$ cat config.mk
export PLATFORM = sky130hd
export DESIGN_NAME = smx_queue
export DESIGN_NICKNAME = d
export VERILOG_FILES = /design/src/design/smx_pkg.sv /design/src/design/smx_queue.sv
export SDC_FILE = /design/constraint.sdc
export NUM_CORES = 1
export LEC_CHECK = 0
export ABC_AREA = 1
export BUFFER_PORTS_ARGS = -buffer_cell sky130_fd_sc_hd__buf_2
export CORE_MARGIN = 4
export CORE_UTILIZATION = 52
export DETAILED_ROUTE_END_ITERATION = 10
export GPL_TIMING_DRIVEN = 1
export PLACE_DENSITY = 0.85
export SLEW_MARGIN = 20
export SYNTH_ARGS = -nofsm -noshare
export SYNTH_HDL_FRONTEND = slang
export SYNTH_SLANG_ARGS = --single-unit
$ cat constraint.sdc
create_clock -name clk -period 4.68 [get_ports clk]
set_input_delay 0.936 -clock clk [delete_from_list [all_inputs] [get_ports clk]]
set_output_delay 0.936 -clock clk [all_outputs]
set_load 0.02 [all_outputs]
$ cat src/design/smx_pkg.sv
// Shared widths, opcode and error codes, and the decoded command type of the stack machine.
package smx_pkg;

  localparam int unsigned OPCODE_W    = 4;
  localparam int unsigned VALUE_W     = 32;
  localparam int unsigned LINE_W      = 16;
  localparam int unsigned ERR_W       = 2;
  localparam int unsigned DEPTH_W     = 5;
  localparam int unsigned NEED_W      = 2;
  localparam int unsigned QUEUE_DEPTH = 2;
  localparam int unsigned QPTR_W      = $clog2(QUEUE_DEPTH);
  localparam int unsigned QCNT_W      = $clog2(QUEUE_DEPTH + 1);

  typedef enum logic [OPCODE_W-1:0] {
    OP_NOP   = 4'd0,
    OP_PUSH  = 4'd1,
    OP_POP   = 4'd2,
    OP_ADD   = 4'd3,
    OP_IFEQ  = 4'd4,
    OP_JUMP  = 4'd5,
    OP_PRINT = 4'd6,
    OP_DUP   = 4'd7,
    OP_SWAP  = 4'd8,
    OP_ROLL  = 4'd9
  } op_t;

  typedef enum logic [ERR_W-1:0] {
    ERR_NONE  = 2'd0,
    ERR_UNDER = 2'd1,
    ERR_OVER  = 2'd2,
    ERR_HALT  = 2'd3
  } err_t;

  // Decoded instruction as it travels from the front end to the execute unit
  typedef struct packed {
    op_t                op;
    logic [NEED_W-1:0]  need;    // entries the instruction must find on the stack
    logic               grows;   // instruction adds an entry
    logic [VALUE_W-1:0] value;
    logic [LINE_W-1:0]  target;
  } cmd_t;

endpackage

$ cat src/design/smx_queue.sv
// Two-entry command queue between the front end and the execute unit.
module smx_queue
  import smx_pkg::*;
(
  input  logic clk,
  input  logic rst,
  input  logic w_valid,
  output logic w_ready,
  input  cmd_t w_cmd,
  output logic r_valid,
  input  logic r_ready,
  output cmd_t r_cmd
);

  cmd_t              slots [QUEUE_DEPTH];
  logic [QPTR_W-1:0] wr_ptr;
  logic [QPTR_W-1:0] rd_ptr;
  logic [QCNT_W-1:0] fill;
  logic              push;
  logic              pop;

  assign w_ready = (fill != QCNT_W'(QUEUE_DEPTH));
  assign r_valid = (fill != '0);
  assign r_cmd   = slots[rd_ptr];
  assign push    = w_valid && w_ready;
  assign pop     = r_valid && r_ready;

  // advance pointers and fill level
  always_ff @(posedge clk) begin
    if (rst) begin
      wr_ptr <= '0;
      rd_ptr <= '0;
      fill   <= '0;
    end else begin
      if (push) wr_ptr <= wr_ptr + QPTR_W'(1);
      if (pop)  rd_ptr <= rd_ptr + QPTR_W'(1);
      case ({push, pop})
        2'b10:   fill <= fill + QCNT_W'(1);
        2'b01:   fill <= fill - QCNT_W'(1);
        default: fill <= fill;
      endcase
    end
  end

  // hold queued commands
  always_ff @(posedge clk) begin
    if (push) slots[wr_ptr] <= w_cmd;
  end

endmodule

Word level (Yosys, flattened, before mapping)
Memories as Yosys holds them, arrays and structs flattened. A register that Yosys moved wholly into a read port is not among the register bits. Index checks and enable logic that the tools add are counted.

Memories: 1. Bits of input ports: 59. Latch bits: 0. Output and inout bits: 57. ROM bits: 0. Register bits after elaboration: 4. RAM bits: 110.

Memories: slots (depth 2, width 55, read ports 1, clocked after memory_dff 1, write ports 1, line smx_queue.sv:15) `cmd_t slots [QUEUE_DEPTH];`.

Equality and inequality tests: 3. Shifts and indexed selects: 0. Reduce and logical (&&, ||, !) cells: 4. Mux-type cells: 5. Div/mod/pow operators: 0. Bitwise logic cells: 0. Add/sub/neg operators: 4. Magnitude comparators: 0. $mul: 0.

Operators with widths (number): $mux W1 (4); $pmux W2 S2 (1); $reduce_bool A2 Y1 (2); $add A1 B1 Y1 const B (2); $add A2 B1 Y2 const B (1); $eq A2 B1 Y1 const B (1); $eq A2 B2 Y1 const B (1); $logic_and A1 B1 Y1 (2); $ne A2 B2 Y1 const B (1); $sub A2 B1 Y2 const B (1).

Longest topological paths before layout
Depth after elaboration: 4. Depth in mapped cells: 10.

Least setup slack after synthesis
No wires, ideal clock.

Path type: in2reg. Start: in w_valid. End: mem slots[0][0] (netlist bit) (enable). Data required time: 4.212 ns. Setup time: 0.468 ns. Arrival: 3.346 ns. Buffers on the path: 0. Stages on the path: 2. Path slack: 0.866 ns. Cells stage by stage: nand2_1 -> nor2_1.

Longest elaborated chain between the ends: 3.

RTL lines: start: declaration (line smx_queue.sv:7) `input logic w_valid,`; $logic_and A1 B1 Y1 (line smx_queue.sv:25) `assign push = w_valid && w_ready;`; $mux W1 (line smx_queue.sv:47) `if (push) slots[wr_ptr] <= w_cmd;`; $mux W1 (not written as such) (line smx_queue.sv:47); end: declaration (line smx_queue.sv:15).

No other way between the ends.

==> metrics.log <==
INFO  metric post-layout-total-power = between 3000 and 4000 uW
INFO  metric syn_area_per_cell = 21.35 sq um
INFO  metric yosys-mux-area-fraction = a little under a fifth
INFO  metric grt_antenna_before_repair = 0
INFO  metric top_level_pins = between 100 and 150
INFO  metric vias = 2228
INFO  metric total_clock_buffers_created_by_cts = 17
INFO  metric dp.final_hpwl = 5.144 mm
INFO  metric ys.warnings.count = 0
INFO  metric post_cts_resized = 0
INFO  metric cp.required = 3.74 ns
INFO  metric number_of_fillers_in_the_final_layout = about 570
INFO  metric cellLeakagePower = around 0.0023 uW
INFO  metric coreArea = around 8300 sq um
INFO  metric grt_max_degree = 56
INFO  metric dp.cells = 425
INFO  metric hold_path_class = flip-flop to flip-flop
INFO  metric time_the_final_worst_path_needs_with_i_o_delays_and_setup = around 3 ns
INFO  metric detail_route.first_pass.iterations = 4
INFO  metric p_int = approximately 2300 uW
INFO  metric numPortBuffers = approximately 120
INFO  metric combinationalPowerShare = between 10% and 20%
INFO  metric synth_sequential_area_ratio = 76.25%
INFO  metric multiInputGateArea = 933.4 sq um
INFO  metric layout.cells.non_filler = between 400 and 500
INFO  metric synth.area.top_cells = edfxtp_1, mux2_4, buf_12, dfxtp_1, mux2_2
INFO  metric period_share = around 65%
INFO  metric synth_compound_gate_area_share = less than 1%
INFO  metric cts_num_sinks = ~120
INFO  metric number_of_global_route_vias_before_repair = between 2000 and 2500
INFO  metric post_cts_hold_buffer_count = 0
INFO  metric power.sequential.fraction = 42.5%
INFO  metric cts_root_buf = clkbuf_8
INFO  metric unrepaired_setup_endpoints_after_global_routing = false
INFO  metric cts_max_level = 4
INFO  metric ant_nets = 0
INFO  metric synth_simple_gate_area_share = 1.654%
INFO  metric synth.lib_cells_used.distinct = 13
INFO  metric total_global_routing_overflow = 0
INFO  metric fmax = roughly 330 MHz
INFO  metric arrival = ~2.1 ns
INFO  metric path_max_fanout = 55
INFO  metric grt_first_pass_wirelength = between 10 and 15 mm
INFO  metric fraction_of_layout_cells_with_a_size_suffix_above_1 = between 50% and 60%
INFO  metric synthToLayoutAreaGrowth = 27.08%
INFO  metric post_synth_instance_area = between 4000 and 5000 sq um
INFO  metric gpl_wtd_cong = around 0.68
INFO  metric finish.utilization = between 60% and 70%
INFO  metric netSwitchingPower = about 830 uW
INFO  metric end_kind = output pin
INFO  metric synth_top_family_by_area = multiplexers
INFO  metric syn_nets = 269
INFO  metric final-setup-viol-count = 0
INFO  metric power.density = ~560 nW/um^2
INFO  metric nets = between 300 and 400
INFO  metric register_area = around 3400 sq um
INFO  metric irDropWorstVdd = 0.3303 mV
INFO  metric cts.repair_timing.setup_buffer_count = 0
INFO  metric synthDominantAreaCellType = edfxtp_1
INFO  metric power.clock.fraction = roughly 39%
INFO  metric placement_rows = 33
INFO  metric dieWidth = 100.6 microns
INFO  metric hold_viol = 0
INFO  metric dieHeight = slightly above 100 microns
INFO  metric synth_largest_type_area_fraction = about 74%
INFO  metric start_util = 53.78%
INFO  metric drc = 0
INFO  metric swShare = 26.16%
INFO  metric outcome = completed
INFO  metric ys_ff_latch = 115
INFO  metric synthAdderAreaFrac = less than 1%
INFO  metric fp.dieArea = 10130 sq um
INFO  metric tightestPinTransition = 1.008 ns
INFO  metric diodes = 0
INFO  metric post_drt_via_cell_ratio = slightly below 5
INFO  metric max_slew_margin = 32.63%
INFO  metric fin_hold_ws = roughly 0.50 ns
INFO  metric drt_iter0_markers = 93
INFO  metric detail_route.wl_per_cell = between 15 and 20 microns
INFO  metric tritoncts_clock_tree = done
INFO  metric aggregate_global_route_resource_usage = 16.39%
INFO  metric clock_skew = a little under 0.01 ns
INFO  metric share_of_the_synthesized_netlist_area_taken_by_xor_and_xnor_gates = 0%
INFO  metric final-max-slew-violation-count = 0
INFO  metric timing.setup.critical_path_class = flip-flop to output pin
INFO  metric worst_setup_path_start_kind = flip-flop
INFO  metric maxCapViolCount = 0
INFO  metric finalSetupTns = 0 ns
INFO  metric routed_wl = about 7.9 mm
INFO  metric syn-instance-count = 209
INFO  metric insertion_delay = around 0.50 ns
INFO  metric clockBufferDepth = 2
INFO  metric clk_transition_reported_paths = ~0.05 ns
worst max-delay path, cell delays in order, from the launching register on:
cell and delay (ns):
dfxtp_4 1.01, mux2_2 0.43, buf_2 0.16
layer usage:
metal	track usage, %	routed length (microns)	up-vias	share of wire [%]
li1	-	-	1064	-
met1	19.01	3160	1076	40
met2	27.49	4133	81	52
met3	6.159	549	7	6.9
met4	6.528	75	0	0.95
met5	0	0	-	0
layout make-up:
class | instances | area share, %
multi-input cells | 80 | 16.46
repair buffers | 117 | 10.41
clock inverters | 15 | 2.912
clock buffers | 17 | 7.302
well taps | 105 | 2.316
flip-flops and latches | 115 | 60.07
inverters | 8 | 0.5295
cell usage after synthesis, drive strengths merged:
library cell and n:
a21oi 2, buf 6, dfxtp 5, edfxtp 110, ha 1, inv 8
mux2 55, nand2 8, nand4 1, nor2 10, o21ai 3
flip-flops by register name (all words and copies together), names as in the netlist, named ones only:
signal and cells:
slots 110, fill 2, rd_ptr 1, wr_ptr 1
cell families after synthesis:
logic type	after synthesis
buffers and inverters	14
muxes	55
adders and majority gates	1
AOI/OAI and AO/OA	5
DFF	115
and+or+nand+nor	19
power groups by stage:
stage          Clock [uW]  Sequential [uW]  Combinational, uW
5_1_grt              1310             1370                629
4_1_cts              1260             1350                600
2_1_floorplan           0             1310                507
3_5_place_dp            0             1370                597
3_3_place_gp            0             1360                587
6_report             1230             1350                590
placed cells by master, fill, tap and decap left out, types with 4 or more instances in the layout:
| master | Yosys | routed |
|---|---|---|
| mux2_4 | 50 | 50 |
| edfxtp_1 | 110 | 110 |
| inv_1 | 8 | 8 |
| nor2_1 | 10 | 8 |
| mux2_2 | 5 | 5 |
| dfxtp_1 | 5 | 4 |
| nand2_1 | 8 | 8 |
| buf_2 | 0 | 115 |
| clkbuf_16 | 0 | 16 |
final timing paths:
kind,startpoint,to,slack (ns),cells past startpoint
hold reg to reg,rd_ptr$_SDFFE_PP0P_,flip-flop,0.50,2
hold / removal,rd_ptr$_SDFFE_PP0P_,flip-flop,0.50,2
setup / recovery,flip-flop,r_cmd[37],1.64,2
setup reg to reg,fill[0]$_SDFFE_PP0P_,slots[1][39]$_DFFE_PP_,2.34,5
through the flow:
stage	area, sq um	setup slack [ns]
after floorplan	4463	0.8662
after global routing	5672	1.521
final	5672	1.637
after global placement	5092	1.918
after detailed placement	5092	1.825
after CTS	5672	1.578
(Power assumes the default switching activity.)
